[config.mk]
export PLATFORM = sky130hd
export DESIGN_NAME = operator_string_lexer
export DESIGN_NICKNAME = d
export VERILOG_FILES = /design/src/hdl/osl_pkg.sv /design/src/hdl/operator_string_lexer.sv /design/src/hdl/osl_front.sv /design/src/hdl/osl_queue.sv /design/src/hdl/osl_back.sv
export SDC_FILE = /design/constraint.sdc
export NUM_CORES = 1
export LEC_CHECK = 0
export BUFFER_PORTS_ARGS = -buffer_cell sky130_fd_sc_hd__buf_4
export CAP_MARGIN = 25
export CORE_MARGIN = 2
export CORE_UTILIZATION = 56
export DETAILED_ROUTE_END_ITERATION = 8
export GPL_ROUTABILITY_DRIVEN = 0
export PLACE_DENSITY = 0.81
export SLEW_MARGIN = 20
export SYNTH_ARGS = -nofsm -noshare
export SYNTH_HDL_FRONTEND = slang
export SYNTH_SLANG_ARGS = --single-unit
[constraint.sdc]
create_clock -name clk -period 5.34 [get_ports clk]
set_clock_uncertainty 0.2 [all_clocks]
set_input_delay 0.801 -clock clk [delete_from_list [all_inputs] [get_ports clk]]
set_output_delay 0.801 -clock clk [all_outputs]
set_load 0.03 [all_outputs]
[src/hdl/osl_pkg.sv]
`timescale 1ns / 1ps
`default_nettype none
// ----------------------------------------------------------------------------
// osl_pkg
// shared token and queue entry types for the operator string lexer
// ----------------------------------------------------------------------------
package osl_pkg;

    localparam int unsigned FIELD_WIDTH = 32;
    localparam int unsigned KIND_WIDTH  = 5;

    // pending comparison operators, in kind order from KIND_OP_SINGLE
    localparam logic [1:0] OP_BANG  = 2'd0;
    localparam logic [1:0] OP_EQUAL = 2'd1;
    localparam logic [1:0] OP_LESS  = 2'd2;
    localparam logic [1:0] OP_GREAT = 2'd3;

    // token kinds
    localparam logic [KIND_WIDTH-1:0] KIND_LPAREN    = 5'd0;
    localparam logic [KIND_WIDTH-1:0] KIND_RPAREN    = 5'd1;
    localparam logic [KIND_WIDTH-1:0] KIND_LBRACE    = 5'd2;
    localparam logic [KIND_WIDTH-1:0] KIND_RBRACE    = 5'd3;
    localparam logic [KIND_WIDTH-1:0] KIND_COMMA     = 5'd4;
    localparam logic [KIND_WIDTH-1:0] KIND_DOT       = 5'd5;
    localparam logic [KIND_WIDTH-1:0] KIND_MINUS     = 5'd6;
    localparam logic [KIND_WIDTH-1:0] KIND_PLUS      = 5'd7;
    localparam logic [KIND_WIDTH-1:0] KIND_SEMI      = 5'd8;
    localparam logic [KIND_WIDTH-1:0] KIND_STAR      = 5'd9;
    localparam logic [KIND_WIDTH-1:0] KIND_OP_SINGLE = 5'd10;
    localparam logic [KIND_WIDTH-1:0] KIND_OP_DOUBLE = 5'd11;
    localparam logic [KIND_WIDTH-1:0] KIND_SLASH     = 5'd18;
    localparam logic [KIND_WIDTH-1:0] KIND_STRING    = 5'd19;
    localparam logic [KIND_WIDTH-1:0] KIND_END       = 5'd20;
    localparam logic [KIND_WIDTH-1:0] KIND_ERR_CHAR  = 5'd21;
    localparam logic [KIND_WIDTH-1:0] KIND_ERR_LF    = 5'd22;
    localparam logic [KIND_WIDTH-1:0] KIND_ERR_UNTRM = 5'd23;

    // one token as it leaves the block
    typedef struct packed {
        logic [KIND_WIDTH-1:0]  kind;
        logic [FIELD_WIDTH-1:0] start;
        logic [FIELD_WIDTH-1:0] length;
        logic [FIELD_WIDTH-1:0] line;
    } token_t;

    // tokens caused by one input item; tok0 always used, tok1 only when two
    typedef struct packed {
        logic   two;
        token_t tok0;
        token_t tok1;
    } entry_t;

endpackage : osl_pkg
`default_nettype wire

[src/hdl/operator_string_lexer.sv]
`timescale 1ns / 1ps
`default_nettype none
// path: an item's tokens are written to the queue, then to the output stage register that drives the result ports
// throughput: one item per cycle into the scanner while full is low; one token per cycle
//   out while pop is high and tokens wait, so an item giving two tokens takes two transfers
// the small state register in the scanner is the only loop between items
// reset: asynchronous, active low; scan state returns to normal, line 1,
//   position 0, and the queue and output stage come up empty
// ----------------------------------------------------------------------------
// operator_string_lexer
// streaming lexer for punctuation, comparison operators, comments and strings
// ----------------------------------------------------------------------------
module operator_string_lexer
    import osl_pkg::*;
#(
    parameter int unsigned POSITION_WIDTH = 32,
    parameter int unsigned QUEUE_DEPTH    = 4
)
(
    input  wire logic                   clk,
    input  wire logic                   rst_n,
    // input side: a transfer when push is high and full is low
    input  wire logic                   push,
    output logic                        full,
    input  wire logic                   command,
    input  wire logic [7:0]             char_code,
    // result side: a transfer when pop is high and empty is low
    output logic                        empty,
    input  wire logic                   pop,
    output logic [KIND_WIDTH-1:0]       token_kind,
    output logic [FIELD_WIDTH-1:0]      start_offset,
    output logic [FIELD_WIDTH-1:0]      lexeme_length,
    output logic [FIELD_WIDTH-1:0]      line_number,
    output logic                        last_of_run
);

    // scanner to queue
    logic   enq_valid;
    entry_t enq_entry;
    logic   q_full;

    // queue to output stage
    logic   q_rd;
    logic   q_not_empty;
    entry_t q_entry;

    // front: classifies each byte and builds up to two tokens per item
    osl_front #(
        .POSITION_WIDTH (POSITION_WIDTH)
    ) u_front (
        .clk       (clk),
        .rst_n     (rst_n),
        .push      (push),
        .command   (command),
        .char_code (char_code),
        .q_full    (q_full),
        .full      (full),
        .enq_valid (enq_valid),
        .enq_entry (enq_entry)
    );

    // queue decouples scanner stalls from the result side
    osl_queue #(
        .DEPTH (QUEUE_DEPTH)
    ) u_queue (
        .clk       (clk),
        .rst_n     (rst_n),
        .wr        (enq_valid),
        .wr_entry  (enq_entry),
        .rd        (q_rd),
        .rd_entry  (q_entry),
        .full      (q_full),
        .not_empty (q_not_empty)
    );

    // back: serialises each entry into single-token transfers
    osl_back u_back (
        .clk           (clk),
        .rst_n         (rst_n),
        .q_not_empty   (q_not_empty),
        .q_entry       (q_entry),
        .q_rd          (q_rd),
        .pop           (pop),
        .empty         (empty),
        .token_kind    (token_kind),
        .start_offset  (start_offset),
        .lexeme_length (lexeme_length),
        .line_number   (line_number),
        .last_of_run   (last_of_run)
    );

endmodule : operator_string_lexer
`default_nettype wire

[src/hdl/osl_front.sv]
`timescale 1ns / 1ps
`default_nettype none
// ----------------------------------------------------------------------------
// osl_front
// scanner: accepts one item a cycle while the queue is not full, tracks scan state, builds token entries
// ----------------------------------------------------------------------------
module osl_front
    import osl_pkg::*;
#(
    parameter int unsigned POSITION_WIDTH = 32
)
(
    input  wire logic         clk,
    input  wire logic         rst_n,
    input  wire logic         push,
    input  wire logic         command,
    input  wire logic [7:0]   char_code,
    input  wire logic         q_full,
    output logic              full,
    output logic              enq_valid,
    output entry_t            enq_entry
);

    typedef enum logic [2:0] {
        MODE_NORMAL  = 3'd0,
        MODE_OPER    = 3'd1,
        MODE_SLASH   = 3'd2,
        MODE_COMMENT = 3'd3,
        MODE_STRING  = 3'd4
    } mode_t;

    localparam logic [7:0] CH_LPAREN = 8'h28;
    localparam logic [7:0] CH_RPAREN = 8'h29;
    localparam logic [7:0] CH_LBRACE = 8'h7B;
    localparam logic [7:0] CH_RBRACE = 8'h7D;
    localparam logic [7:0] CH_COMMA  = 8'h2C;
    localparam logic [7:0] CH_DOT    = 8'h2E;
    localparam logic [7:0] CH_MINUS  = 8'h2D;
    localparam logic [7:0] CH_PLUS   = 8'h2B;
    localparam logic [7:0] CH_SEMI   = 8'h3B;
    localparam logic [7:0] CH_STAR   = 8'h2A;
    localparam logic [7:0] CH_BANG   = 8'h21;
    localparam logic [7:0] CH_EQUAL  = 8'h3D;
    localparam logic [7:0] CH_LESS   = 8'h3C;
    localparam logic [7:0] CH_GREAT  = 8'h3E;
    localparam logic [7:0] CH_SLASH  = 8'h2F;
    localparam logic [7:0] CH_SPACE  = 8'h20;
    localparam logic [7:0] CH_CR     = 8'h0D;
    localparam logic [7:0] CH_TAB    = 8'h09;
    localparam logic [7:0] CH_LF     = 8'h0A;
    localparam logic [7:0] CH_QUOTE  = 8'h22;

    localparam logic [POSITION_WIDTH-1:0] POS_ONE  = POSITION_WIDTH'(1);
    localparam logic [POSITION_WIDTH-1:0] POS_TWO  = POSITION_WIDTH'(2);
    localparam logic [POSITION_WIDTH-1:0] POS_ZERO = '0;
    localparam logic [FIELD_WIDTH-1:0]    LINE_ONE = FIELD_WIDTH'(1);

    mode_t                     mode_reg,  mode_next;
    logic [1:0]                pend_reg,  pend_next;
    logic [POSITION_WIDTH-1:0] pos_reg,   pos_next;
    logic [POSITION_WIDTH-1:0] start_reg, start_next;
    logic [FIELD_WIDTH-1:0]    line_reg,  line_next;

    logic                      accept;
    logic                      rescan;
    logic                      a_valid, b_valid;
    logic [KIND_WIDTH-1:0]     a_kind,  b_kind;
    logic [POSITION_WIDTH-1:0] a_len,   b_len, b_start;
    logic [KIND_WIDTH-1:0]     op_kind;
    token_t                    a_tok, b_tok;

    // position to output field: zero-extend or truncate to 32 bits
    function automatic logic [FIELD_WIDTH-1:0] to_field(input logic [POSITION_WIDTH-1:0] v);
        logic [63:0] wide;
        wide = 64'(v);
        return wide[FIELD_WIDTH-1:0];
    endfunction

    assign full    = q_full;
    assign accept  = push && !q_full;
    assign op_kind = KIND_OP_SINGLE + {2'b00, pend_reg, 1'b0};

    always_comb
    begin
        mode_next  = mode_reg;
        pend_next  = pend_reg;
        pos_next   = pos_reg + POS_ONE;
        start_next = start_reg;
        line_next  = line_reg;
        rescan     = 1'b0;
        a_valid    = 1'b0;
        a_kind     = KIND_SLASH;
        a_len      = POS_ONE;
        b_valid    = 1'b0;
        b_kind     = KIND_ERR_CHAR;
        b_len      = POS_ONE;
        b_start    = pos_reg;

        if (command)
        begin
            // end of source: flush pending lexeme, then the end token
            case (mode_reg)
                MODE_OPER:
                begin
                    a_valid = 1'b1;
                    a_kind  = op_kind;
                end
                MODE_SLASH:
                begin
                    a_valid = 1'b1;
                    a_kind  = KIND_SLASH;
                end
                MODE_STRING:
                begin
                    a_valid = 1'b1;
                    a_kind  = KIND_ERR_UNTRM;
                    a_len   = pos_reg - start_reg;
                end
                default:
                begin
                    a_valid = 1'b0;
                end
            endcase
            b_valid    = 1'b1;
            b_kind     = KIND_END;
            b_len      = POS_ZERO;
            mode_next  = MODE_NORMAL;
            pend_next  = OP_BANG;
            pos_next   = POS_ZERO;
            start_next = POS_ZERO;
            line_next  = LINE_ONE;
        end
        else
        begin
            rescan = 1'b1;
            case (mode_reg)
                MODE_OPER:
                begin
                    mode_next = MODE_NORMAL;
                    a_valid   = 1'b1;
                    if (char_code == CH_EQUAL)
                    begin
                        a_kind = op_kind + (KIND_OP_DOUBLE - KIND_OP_SINGLE);
                        a_len  = POS_TWO;
                        rescan = 1'b0;
                    end
                    else
                    begin
                        a_kind = op_kind;
                    end
                end
                MODE_SLASH:
                begin
                    if (char_code == CH_SLASH)
                    begin
                        mode_next = MODE_COMMENT;
                        rescan    = 1'b0;
                    end
                    else
                    begin
                        mode_next = MODE_NORMAL;
                        a_valid   = 1'b1;
                        a_kind    = KIND_SLASH;
                    end
                end
                MODE_COMMENT:
                begin
                    if (char_code == CH_LF)
                    begin
                        mode_next = MODE_NORMAL;
                    end
                    else
                    begin
                        rescan = 1'b0;
                    end
                end
                MODE_STRING:
                begin
                    if (char_code == CH_QUOTE)
                    begin
                        mode_next = MODE_NORMAL;
                        a_valid   = 1'b1;
                        a_kind    = KIND_STRING;
                        a_len     = pos_reg + POS_ONE - start_reg;
                        rescan    = 1'b0;
                    end
                    else if (char_code == CH_LF)
                    begin
                        mode_next = MODE_NORMAL;
                        a_valid   = 1'b1;
                        a_kind    = KIND_ERR_LF;
                        a_len     = pos_reg - start_reg;
                    end
                    else
                    begin
                        rescan = 1'b0;
                    end
                end
                default:
                begin
                    mode_next = MODE_NORMAL;
                end
            endcase

            if (rescan)
            begin
                start_next = pos_reg;
                b_valid    = 1'b1;
                case (char_code)
                    CH_LPAREN: b_kind = KIND_LPAREN;
                    CH_RPAREN: b_kind = KIND_RPAREN;
                    CH_LBRACE: b_kind = KIND_LBRACE;
                    CH_RBRACE: b_kind = KIND_RBRACE;
                    CH_COMMA:  b_kind = KIND_COMMA;
                    CH_DOT:    b_kind = KIND_DOT;
                    CH_MINUS:  b_kind = KIND_MINUS;
                    CH_PLUS:   b_kind = KIND_PLUS;
                    CH_SEMI:   b_kind = KIND_SEMI;
                    CH_STAR:   b_kind = KIND_STAR;
                    CH_BANG:
                    begin
                        b_valid   = 1'b0;
                        mode_next = MODE_OPER;
                        pend_next = OP_BANG;
                    end
                    CH_EQUAL:
                    begin
                        b_valid   = 1'b0;
                        mode_next = MODE_OPER;
                        pend_next = OP_EQUAL;
                    end
                    CH_LESS:
                    begin
                        b_valid   = 1'b0;
                        mode_next = MODE_OPER;
                        pend_next = OP_LESS;
                    end
                    CH_GREAT:
                    begin
                        b_valid   = 1'b0;
                        mode_next = MODE_OPER;
                        pend_next = OP_GREAT;
                    end
                    CH_SLASH:
                    begin
                        b_valid   = 1'b0;
                        mode_next = MODE_SLASH;
                    end
                    CH_SPACE, CH_CR, CH_TAB:
                    begin
                        b_valid = 1'b0;
                    end
                    CH_LF:
                    begin
                        b_valid = 1'b0;
                        if (line_reg != '1)
                        begin
                            line_next = line_reg + LINE_ONE;
                        end
                    end
                    CH_QUOTE:
                    begin
                        b_valid   = 1'b0;
                        mode_next = MODE_STRING;
                    end
                    default:   b_kind = KIND_ERR_CHAR;
                endcase
            end
        end
    end

    // every token of one item carries the line count from before the item
    always_comb
    begin
        a_tok.kind   = a_kind;
        a_tok.start  = to_field(start_reg);
        a_tok.length = to_field(a_len);
        a_tok.line   = line_reg;
        b_tok.kind   = b_kind;
        b_tok.start  = to_field(b_start);
        b_tok.length = to_field(b_len);
        b_tok.line   = line_reg;

        enq_valid = accept && (a_valid || b_valid);
        if (a_valid)
        begin
            enq_entry.two  = b_valid;
            enq_entry.tok0 = a_tok;
            enq_entry.tok1 = b_tok;
        end
        else
        begin
            enq_entry.two  = 1'b0;
            enq_entry.tok0 = b_tok;
            enq_entry.tok1 = b_tok;
        end
    end

    always_ff @(posedge clk or negedge rst_n)
    begin
        if (!rst_n)
        begin
            mode_reg  <= MODE_NORMAL;
            pend_reg  <= OP_BANG;
            pos_reg   <= POS_ZERO;
            start_reg <= POS_ZERO;
            line_reg  <= LINE_ONE;
        end
        else if (accept)
        begin
            mode_reg  <= mode_next;
            pend_reg  <= pend_next;
            pos_reg   <= pos_next;
            start_reg <= start_next;
            line_reg  <= line_next;
        end
    end

endmodule : osl_front
`default_nettype wire

[src/hdl/osl_queue.sv]
`timescale 1ns / 1ps
`default_nettype none
// ----------------------------------------------------------------------------
// osl_queue
// small entry queue between the scanner and the output stage
// ----------------------------------------------------------------------------
module osl_queue
    import osl_pkg::*;
#(
    parameter int unsigned DEPTH = 4
)
(
    input  wire logic   clk,
    input  wire logic   rst_n,
    input  wire logic   wr,
    input  wire entry_t wr_entry,
    input  wire logic   rd,
    output entry_t      rd_entry,
    output logic        full,
    output logic        not_empty
);

    localparam int unsigned PTR_WIDTH = (DEPTH > 1) ? $clog2(DEPTH) : 1;
    localparam int unsigned CNT_WIDTH = $clog2(DEPTH + 1);
    localparam logic [PTR_WIDTH-1:0] PTR_LAST = PTR_WIDTH'(DEPTH - 1);
    localparam logic [PTR_WIDTH-1:0] PTR_ONE  = PTR_WIDTH'(1);
    localparam logic [CNT_WIDTH-1:0] CNT_FULL = CNT_WIDTH'(DEPTH);
    localparam logic [CNT_WIDTH-1:0] CNT_ONE  = CNT_WIDTH'(1);

    entry_t               slot_reg [DEPTH];
    logic [PTR_WIDTH-1:0] wptr_reg, wptr_next;
    logic [PTR_WIDTH-1:0] rptr_reg, rptr_next;
    logic [CNT_WIDTH-1:0] cnt_reg,  cnt_next;

    assign full      = (cnt_reg == CNT_FULL);
    assign not_empty = (cnt_reg != '0);
    assign rd_entry  = slot_reg[rptr_reg];

    always_comb
    begin
        wptr_next = (wptr_reg == PTR_LAST) ? '0 : wptr_reg + PTR_ONE;
        rptr_next = (rptr_reg == PTR_LAST) ? '0 : rptr_reg + PTR_ONE;
        cnt_next  = cnt_reg;
        if (wr && !rd)
        begin
            cnt_next = cnt_reg + CNT_ONE;
        end
        else if (rd && !wr)
        begin
            cnt_next = cnt_reg - CNT_ONE;
        end
    end

    always_ff @(posedge clk)
    begin
        if (wr)
        begin
            slot_reg[wptr_reg] <= wr_entry;
        end
    end

    always_ff @(posedge clk or negedge rst_n)
    begin
        if (!rst_n)
        begin
            wptr_reg <= '0;
            rptr_reg <= '0;
            cnt_reg  <= '0;
        end
        else
        begin
            if (wr)
            begin
                wptr_reg <= wptr_next;
            end
            if (rd)
            begin
                rptr_reg <= rptr_next;
            end
            cnt_reg <= cnt_next;
        end
    end

    a_no_overfill: assert property (@(posedge clk) disable iff (!rst_n)
        cnt_reg <= CNT_FULL)
        else $error("queue count above depth");

    a_no_write_full: assert property (@(posedge clk) disable iff (!rst_n)
        wr |-> !full)
        else $error("queue written while full");

    a_no_read_empty: assert property (@(posedge clk) disable iff (!rst_n)
        rd |-> not_empty)
        else $error("queue read while empty");

endmodule : osl_queue
`default_nettype wire

[src/hdl/osl_back.sv]
`timescale 1ns / 1ps
`default_nettype none
// ----------------------------------------------------------------------------
// osl_back
// output stage: holds one entry and hands out its tokens one transfer each
// ----------------------------------------------------------------------------
module osl_back
    import osl_pkg::*;
(
    input  wire logic                   clk,
    input  wire logic                   rst_n,
    input  wire logic                   q_not_empty,
    input  wire entry_t                 q_entry,
    output logic                        q_rd,
    input  wire logic                   pop,
    output logic                        empty,
    output logic [KIND_WIDTH-1:0]       token_kind,
    output logic [FIELD_WIDTH-1:0]      start_offset,
    output logic [FIELD_WIDTH-1:0]      lexeme_length,
    output logic [FIELD_WIDTH-1:0]      line_number,
    output logic                        last_of_run
);

    entry_t entry_reg;
    logic   valid_reg;
    logic   idx_reg;
    logic   take;
    logic   load_ok;
    token_t cur;

    assign cur           = idx_reg ? entry_reg.tok1 : entry_reg.tok0;
    assign empty         = !valid_reg;
    assign token_kind    = cur.kind;
    assign start_offset  = cur.start;
    assign lexeme_length = cur.length;
    assign line_number   = cur.line;
    assign last_of_run   = idx_reg || !entry_reg.two;

    assign take    = pop && valid_reg;
    assign load_ok = !valid_reg || (take && last_of_run);
    assign q_rd    = q_not_empty && load_ok;

    always_ff @(posedge clk)
    begin
        if (q_rd)
        begin
            entry_reg <= q_entry;
        end
    end

    always_ff @(posedge clk or negedge rst_n)
    begin
        if (!rst_n)
        begin
            valid_reg <= 1'b0;
            idx_reg   <= 1'b0;
        end
        else if (load_ok)
        begin
            valid_reg <= q_not_empty;
            idx_reg   <= 1'b0;
        end
        else if (take)
        begin
            idx_reg <= 1'b1;
        end
    end

    a_second_needs_two: assert property (@(posedge clk) disable iff (!rst_n)
        (valid_reg && idx_reg) |-> entry_reg.two)
        else $error("second token selected from a single-token entry");

    a_load_when_free: assert property (@(posedge clk) disable iff (!rst_n)
        q_rd |-> (!valid_reg || (pop && last_of_run)))
        else $error("entry loaded over an unfinished one");

    a_advance_second: assert property (@(posedge clk) disable iff (!rst_n)
        (take && !last_of_run) |=> (valid_reg && idx_reg))
        else $error("second token lost after first transfer");

endmodule : osl_back
`default_nettype wire

**Yosys cells after proc, flatten, opt, wreduce, memory -nomap -nowiden**

Memories as Yosys holds them, arrays and structs flattened. A register that Yosys moved wholly into a read port is not among the register bits.
Cells that the tools add are included.

- Add/subtract/negate cells: 10
- Equal/unequal tests: 28
- Multiplexer cells: 56
- Reductions and logical operators: 28

Operators with widths:

| operator | number |
|---|---|
| 32-bit two-way mux | 11 |
| 203-bit two-way mux | 1 |
| 8-bit by 6-bit equality test with 1-bit output (second input constant) | 15 |
| 101-bit two-way mux | 1 |
| 32-bit by 1-bit adder with 32-bit output (second input constant) | 2 |
| 32-bit case mux with 2 select lines | 1 |
| 32-bit subtractor | 2 |
| 5-bit case mux with 10 select lines | 1 |
| 32-bit inequality test (second input constant) | 1 |
| 5-bit two-way mux | 5 |
| 8-bit by 4-bit equality test with 1-bit output (second input constant) | 3 |
| 3-bit two-way mux | 7 |
| 5-bit case mux with 2 select lines | 2 |
| 3-bit case mux with 3 select lines | 2 |
| 8-bit by 7-bit equality test with 1-bit output (second input constant) | 2 |
| 1-bit two-way mux | 16 |
| 2-bit two-way mux | 6 |
| 2-bit nonzero test | 5 |
| 10-bit OR reduction | 1 |
| 2-bit case mux with 4 select lines | 1 |
| 1-bit logical AND | 7 |
| 3-bit by 2-bit equality test with 1-bit output (second input constant) | 2 |
| 3-bit equality test (second input constant) | 2 |
| 4-bit by 3-bit adder with 5-bit output (first input constant) | 1 |
| other kinds (17) | 25 |

- Register bits after elaboration: 110
- RAM bits: 812
- Word-level logic and storage cells: 133
- Memories kept: 1

Memory list:

| memory | words | width | read ports | clocked after Yosys merged registers in | wr ports | RTL line | source |
|---|---|---|---|---|---|---|---|
| u_queue.slot_reg | 4 | 203 | 1 | 1 | 1 | osl_queue.sv:30 | `entry_t slot_reg [DEPTH];` |

**Logic depth before layout (Yosys ltp)**

Gate-level depths: netlist of the first run.

- Depth after elaboration: 13
- Gate-level depth with buffers: 18
- Mapped depth without buffers: 17

**By module**

A second synthesis of the first run with hierarchy kept.

- Cells, all modules: 2,703
- Area, all modules: 47,230.3 sq um

By module, submodules not included:

| module | instances | cells each | area each (sq um) | sequential area each (sq um) |
|---|---|---|---|---|
| osl_queue | 1 | 1,098 | 29,794.8 | 24,558.6 |
| osl_front | 1 | 1,278 | 9,998.3 | 2,528.7 |
| osl_back | 1 | 327 | 7,437.1 | 6,145.9 |

**Least setup slack after synthesis of the first run**

OpenSTA, ideal clock, no wires.

- Path kind: input port to flip-flop
- Start: in char_code[4]
- End: mem u_queue.slot_reg[0][100] (netlist bit) (enable)
- Data arrival time: 5,523 ps
- Data required time: 4,624 ps
- Path slack: -899 ps
- Stages on the path: 10
- Buffers on the path: 1
- Path through: buf_6 or4b_4 nor3_2 nand2b_1 nand2_1 a21oi_1 o21ai_2 inv_2 a21oi_2 and2_1

- Cells in the longest elaborated chain, start to end: 11

Ends and longest elaborated chain:

| item | RTL line | source |
|---|---|---|
| start, declared | operator_string_lexer.sv:26 | `input wire logic [7:0] char_code,` |
| 8-bit by 4-bit equality test with 1-bit output | osl_front.sv:168, osl_front.sv:187, osl_front.sv:209 |  |
| 1-bit two-way mux | osl_front.sv:168, osl_front.sv:187 |  |
| 1-bit two-way mux | osl_front.sv:179 | `if (char_code == CH_QUOTE)` |
| 1-bit case mux with 4 select lines | osl_front.sv:136 | `case (mode_reg)` |
| 1-bit two-way mux | osl_front.sv:99 | `if (command)` |
| 1-bit two-way mux | osl_front.sv:205 | `if (rescan)` |
| 1-bit two-way mux | osl_front.sv:99 |  |
| 1-bit logical OR (*) | osl_front.sv:284 | `enq_valid = accept && (a_valid \|\| b_valid);` |
| 1-bit logical AND (*) | osl_front.sv:284 |  |
| named net enq_valid | operator_string_lexer.sv:38 | `logic enq_valid;` |
| 1-bit two-way mux (*) | osl_queue.sv:56 | `if (wr)` |
| 1-bit two-way mux (not written as such) (*) | osl_queue.sv:58 | `slot_reg[wptr_reg] <= wr_entry;` |
| end, declared | osl_queue.sv:30 |  |

The timed path passes the listed nets; every way through them passes the cells marked *. The select of a mux whose other input is x is not followed.

==> impl_metrics.csv, run 1 <==
group,metric,value,unit
hold_path,whs_path_depth,3,
pwr,p_per_area,584,nW/um^2
route,via_count,19600,
layout,num-nets-final,2368,
route,drc_errors,0,
timing,slew_viol_final,0,
floorplanning,die_w,254,um
cts,clock_sinks,810,
cts,clkLatencyLatePin,660,ps
layout,drive_above_1_share,21.3,%
route,dr.pass1.iters,6,
pwr,peakVddDrop,0.000423,V
synthesis,synth.most_common_cell,"edfxtp_1",
route,dr_wl_met3,5.03,mm
cts,cts_setup_buffers,0,
critical_path,critPathKind,"reg2reg",
timing,max_freq,202,MHz
layout,largest_reg_flops,560,
cts,cts_root_buf,"clkbuf_16",
critical_path,cpPeakStageDelay,570,ps
floorplanning,die-height,254,um
floorplanning,core_area,61700,sq um
route,ant_nets,0,
cts,htree_levels,3,
timing,hold_slack,183,ps
synthesis,synth_edf_count,700,
synthesis,synthCells,2189,
synthesis,synth_nets,2276,
synthesis,synth_top_area_share,60.1,%
hold_path,hold-path-endpoint,"u_back.idx_reg$_DFFE_PN0P_",
synthesis,yosys-top-cells-area,"edfxtp_1 (60%), mux4_2 (9.0%), dfrtp_1 (7.8%)",
timing,maxSlewHeadroom,25.3,%
pwr,leakagePower,0.0144,uW
timing,period_needed,4960,ps
hold_path,hp-class,"in2reg",
cts,cts_buffers,80,
critical_path,reg2reg_slack,380,ps
global_routing,grt_pass1_vias,20000,
job,drv_cap,0,
route,wl_met1,29.5,mm
global_routing,grt_overflow,0,
route,viasPerCell,6.15,
timing,tightestPinTransition,1120,ps
synthesis,syn_avg_cell_area,16.0,sq um
placement,io_buffers,116,
synthesis,synth_area_leader_cell,"edfxtp_1",
floorplanning,initial_core_util,56.7,%
critical_path,crit_arrival,5090,ps
layout,syn_to_final_growth,12.9,%
critical_path,reg2reg_depth,16,
placement,place_hpwl,43.5,mm
critical_path,start_kind,"flip-flop",
cts,tritoncts,"built",
timing,hold_viol,0,
critical_path,critPathCaptureType,"flip-flop",
synthesis,yosysSeqAreaShare,67.9,%
route,wl_met2,37.2,mm
synthesis,ys_ff_latch,810,
global_routing,grt_max_degree,143,
timing,rsz0062_at_grt,"no",
critical_path,r2r-start,"u_front.b_start[0]$_DFFE_PN0P_",
layout,final_util,64.0,%
global_routing,grt.total_usage,23.4,%
route,drt_iter0_drc,2044,
synthesis,synth_cell_types,84,
critical_path,required,5480,ps
timing,tns,0,ps
route,highest_layer,"met5",
synthesis,post_synth_most_frequent_cells,"edfxtp_1 (700), mux4_2 (140), dfrtp_1 (109), nand2_1 (109), nor2_1 (107)",
synthesis,async_flop_share,13.6,%
timing,fin_crit_sh,92.8,%
hold_path,hp-start,"pop",
floorplanning,num_rows,91,
global_routing,grt_pass1_wl,115,mm
route,wire_per_inst,23.1,um
critical_path,crit_fanout,13,
pwr,power,23100,uW
floorplanning,num_io_pins,117,
layout,seq_area,23800,sq um
synthesis,yosysWarningCount,0,
layout,multi_input_area,10500,sq um
route,totalWireLength,73.8,mm
critical_path,crit_path_cell_trace,"ha_1 -> nand3_1 -> nor2_1 -> and2_1 -> nand3_1 -> nor2_1 -> xor2_1 -> ha_1 -> a21oi_1 -> o21ai_0 -> or3_1 -> o21ai_1 -> a31oi_1 -> a21oi_1 -> xnor2_1 -> o22ai_1",
synthesis,ys.flop_type,"edfxtp_1",
layout,fillers,4170,
cts,clockBufferDepth,3,
floorplanning,dieArea,64500,sq um
critical_path,crit_slowest_cell,"dfrtp_1",
outcome,outcome,"complete, no violations",
critical_path,r2r-end,"u_queue.slot_reg[3][164]$_DFFE_PP_",
synthesis,synth_area,35000,sq um
global_routing,antenna_found_initial,4,
cts,clk_pin_slew,60,ps
timing,finalSetupViolations,0,
-- power breakdown --
group	internal (uW)	switching [uW]	leakage, uW
clock	3290	2380	0.00131
combinational	3380	4580	0.00480
sequential	8760	685	0.00824
-- layout make-up --
type	instances	area share (%)
well taps	837	2.65
diodes	4	0.0253
flip-flops and latches	810	60.2
clock buffers	105	5.59
inverters	66	0.627
clock inverters	42	1.21
multi-input cells	1178	26.5
repair buffers	145	3.18
-- worst max-delay path: cells and delay by family (launching register included) --
| family | cells | cell delay (ps) |
|---|---|---|
| xor+xnor | 2 | 330 |
| simple gates | 6 | 1540 |
| flops | 1 | 570 |
| compound gates | 6 | 1420 |
| fa+ha+maj | 2 | 570 |
-- kinds of logic after synthesis --
family                   after synthesis  synth area share [%]
AND/OR/NAND/NOR                      424                  6.21
multiplexers                         195                  10.7
flip-flops                           810                  67.9
buffers and inverters                201                  2.30
AO/OA/AOI/OAI                        361                  7.00
adder cells (fa/ha/maj)               74                  2.71
XOR/XNOR                             124                  3.10
-- routing by layer --
metal / vias to the layer above / track usage (%)
li1: 8638 / -
met1: 9986 / 30.9
met2: 832 / 39.4
met3: 135 / 4.02
met4: 4 / 8.54
met5: - / 0
-- timing repair --
item,CTS,global route
endpoints found under the hold margin,33,0
hold buffers,1,0
endpoints found under the setup margin,0,16
resized for setup,0,2
-- cell usage in the layout, fill, tap and decap left out, types with 25 or more instances in the layout --
master	count
a21oi_1	77
a22o_1	50
buf_4	131
clkbuf_16	81
dfrtp_1	106
edfxtp_1	700
ha_1	71
inv_1	65
mux2_2	42
mux4_2	140
nand2_1	109
nand3_1	39
nor2_1	106
nor2b_1	46
o21ai_0	60
o21ai_1	25
xnor2_1	64
xor2_1	60
-- how the worst max path moves through the flow --
stage / start / end / slack [ps]
after floorplan: char_code[4] / u_queue.slot_reg[0][100]$_DFFE_PP_ / 660
after global placement: u_front.b_start[1]$_DFFE_PN0P_ / u_queue.slot_reg[0][163]$_DFFE_PP_ / 460
after detailed placement: u_front.b_start[1]$_DFFE_PN0P_ / u_queue.slot_reg[0][163]$_DFFE_PP_ / 310
after CTS: u_front.b_start[1]$_DFFE_PN0P_ / u_queue.slot_reg[1][163]$_DFFE_PP_ / 280
after global routing: u_front.b_start[1]$_DFFE_PN0P_ / u_queue.slot_reg[1][163]$_DFFE_PP_ / 100
final: u_front.b_start[0]$_DFFE_PN0P_ / u_queue.slot_reg[3][164]$_DFFE_PP_ / 380
-- through the flow --
step                area (sq um)  cells  worst slack [ps]
floorplan                  35000   2189               657
global placement           36700   3033               457
detailed placement         36800   3034               312
CTS                        39500   3182               284
global route               39500   3184              96.6
finish                     39500   3187               382
Power figures use the tool's default switching activity.
==> inputs of run 2 (changes only) <==
- PLACE_DENSITY: 0.81 -> default
- PLACE_DENSITY_LB_ADDON: default -> 0.08
==> impl_metrics.csv, run 2 (synthesis gave the netlist of run 1 again) <==
group,metric,value,unit
pwr,peakVddDrop,0.000405,V
global_routing,grt_overflow,0,
floorplanning,num_io_pins,117,
cts,cts_setup_buffers,0,
route,viasPerCell,5.96,
pwr,p_per_area,584,nW/um^2
layout,layout_common_cells,"edfxtp_1 (700), buf_4 (142), mux4_2 (140)",
timing,tightestPinTransition,1070,ps
cts,cts_root_buf,"clkbuf_16",
cts,tritoncts,"built",
layout,fillers,4397,
cts,htree_levels,3,
pwr,power,23200,uW
critical_path,r2r-start,"u_front.b_start[0]$_DFFE_PN0P_",
placement,io_buffers,116,
route,ant_nets,0,
timing,rsz0062_at_grt,"no",
floorplanning,dieArea,64500,sq um
hold_path,hp-class,"in2async",
timing,period_needed,4940,ps
floorplanning,core_area,61700,sq um
layout,instances_no_fill,3208,
critical_path,critPathCaptureType,"flip-flop",
timing,finalSetupViolations,0,
timing,hold_viol,0,
layout,num-nets-final,2386,
critical_path,crit_fanout,13,
cts,clockBufferDepth,3,
layout,drive_above_1_share,21.6,%
critical_path,reg2reg_slack,400,ps
layout,antenna_cells,0,
floorplanning,die-height,254,um
cts,clock_sinks,810,
cts,cts_buffers,84,
global_routing,grt_pass1_wl,114,mm
route,via_count,19100,
layout,final_common_cell,"edfxtp_1",
layout,largest_reg_flops,560,
critical_path,r2r-end,"u_queue.slot_reg[0][163]$_DFFE_PP_",
critical_path,required,5490,ps
global_routing,grt_max_degree,114,
critical_path,cpPeakStageDelay,590,ps
timing,max_freq,202,MHz
route,drc_errors,0,
cts,cts_resized,0,
route,wire_per_inst,22.7,um
placement,place_hpwl,46.0,mm
cts,clkLatencyLatePin,620,ps
critical_path,start_kind,"flip-flop",
critical_path,reg2reg_depth,16,
critical_path,crit_family,"compound AO/OA/AOI/OAI gates",
route,drt_iter0_drc,1531,
timing,maxSlewHeadroom,28.8,%
floorplanning,initial_core_util,56.7,%
outcome,outcome,"complete, no violations",
layout,syn_to_final_growth,13.3,%
critical_path,critPathKind,"reg2reg",
critical_path,crit_slowest_cell,"dfrtp_1",
route,totalWireLength,73.0,mm
floorplanning,num_rows,91,
cts,ctsHoldBuffers,0,
global_routing,grt_pass1_vias,19400,
timing,fin_crit_sh,92.6,%
route,dr.pass1.iters,7,
critical_path,cp_num_buf_inv,1,
critical_path,crit_arrival,5090,ps
floorplanning,die_w,254,um
critical_path,crit_path_cell_trace,"ha_1 -> nand3_1 -> nor2_1 -> and2_1 -> nand3_1 -> xnor2_1 -> ha_1 -> nand2_1 -> nor2_1 -> a41oi_1 -> a2111oi_0 -> buf_4 -> o211ai_1 -> o2111ai_1 -> a21oi_1 -> a211o_1",
job,drv_cap,0,
timing,slew_viol_final,0,
timing,tns,0,ps
cts,clk_pin_slew,60,ps
global_routing,grt.total_usage,23.3,%
pwr,leakagePower,0.0145,uW
placement,placedCellCount,3049,
global_routing,antenna_found_initial,1,
## run 2: cell count changes in the layout (fill, tap and decap cells not counted), sizes merged
cell,delta
buf,+15
diode,-4
inv,+1
clkinv,-3
dlygate4sd3,-1
clkbuf,+16
clkinvlp,-1
bufinv,-2
## run 2: per-layer routing
metal | part of all wire, % | wire [um] | track usage, %
met5 | 0.014 | 10 | 0
met2 | 51 | 36900 | 39.7
met3 | 4.9 | 3550 | 3.12
met1 | 43 | 31100 | 31.8
met4 | 2.0 | 1450 | 6.59
## run 2: per-stage QoR
stage	setup slack [ps]	hold WS [ps]	util, %	area, sq um
after floorplan	657	268	-	35000
after global placement	549	288	59.8	36900
after detailed placement	483	291	59.8	36900
after CTS	448	59.1	64.2	39600
after global routing	38.0	99.7	64.3	39700
final	397	66.5	64.3	39700
## run 2: worst max path at each step
stage	endpoint	slack (ps)	depth (start not counted)	from
after floorplan	u_queue.slot_reg[0][100]$_DFFE_PP_	660	10	char_code[4]
after global placement	u_queue.slot_reg[0][163]$_DFFE_PP_	550	16	u_front.b_start[1]$_DFFE_PN0P_
after detailed placement	u_queue.slot_reg[0][163]$_DFFE_PP_	480	16	u_front.b_start[1]$_DFFE_PN0P_
after CTS	u_queue.slot_reg[0][163]$_DFFE_PP_	450	16	u_front.b_start[1]$_DFFE_PN0P_
after global routing	u_queue.slot_reg[0][163]$_DFFE_PP_	40	16	u_front.b_start[1]$_DFFE_PN0P_
final	u_queue.slot_reg[0][163]$_DFFE_PP_	400	16	u_front.b_start[0]$_DFFE_PN0P_
## run 2: area by class of cell
cell class	count	area, sq um	share of cell area [%]
Clock buffer	121	2370	5.96
Clock inverter	37	358	0.902
Inverter	66	248	0.625
Multi-Input combinational cell	1178	10500	26.4
Sequential cell	810	23800	60.0
Tap cell	837	1050	2.64
Timing Repair Buffer	159	1410	3.55
## run 2: where the power goes
group / internal [uW] / switching [uW]
logic: 3430 / 4600
clock network: 3350 / 2370
registers: 8750 / 685
total: 15500 / 7650
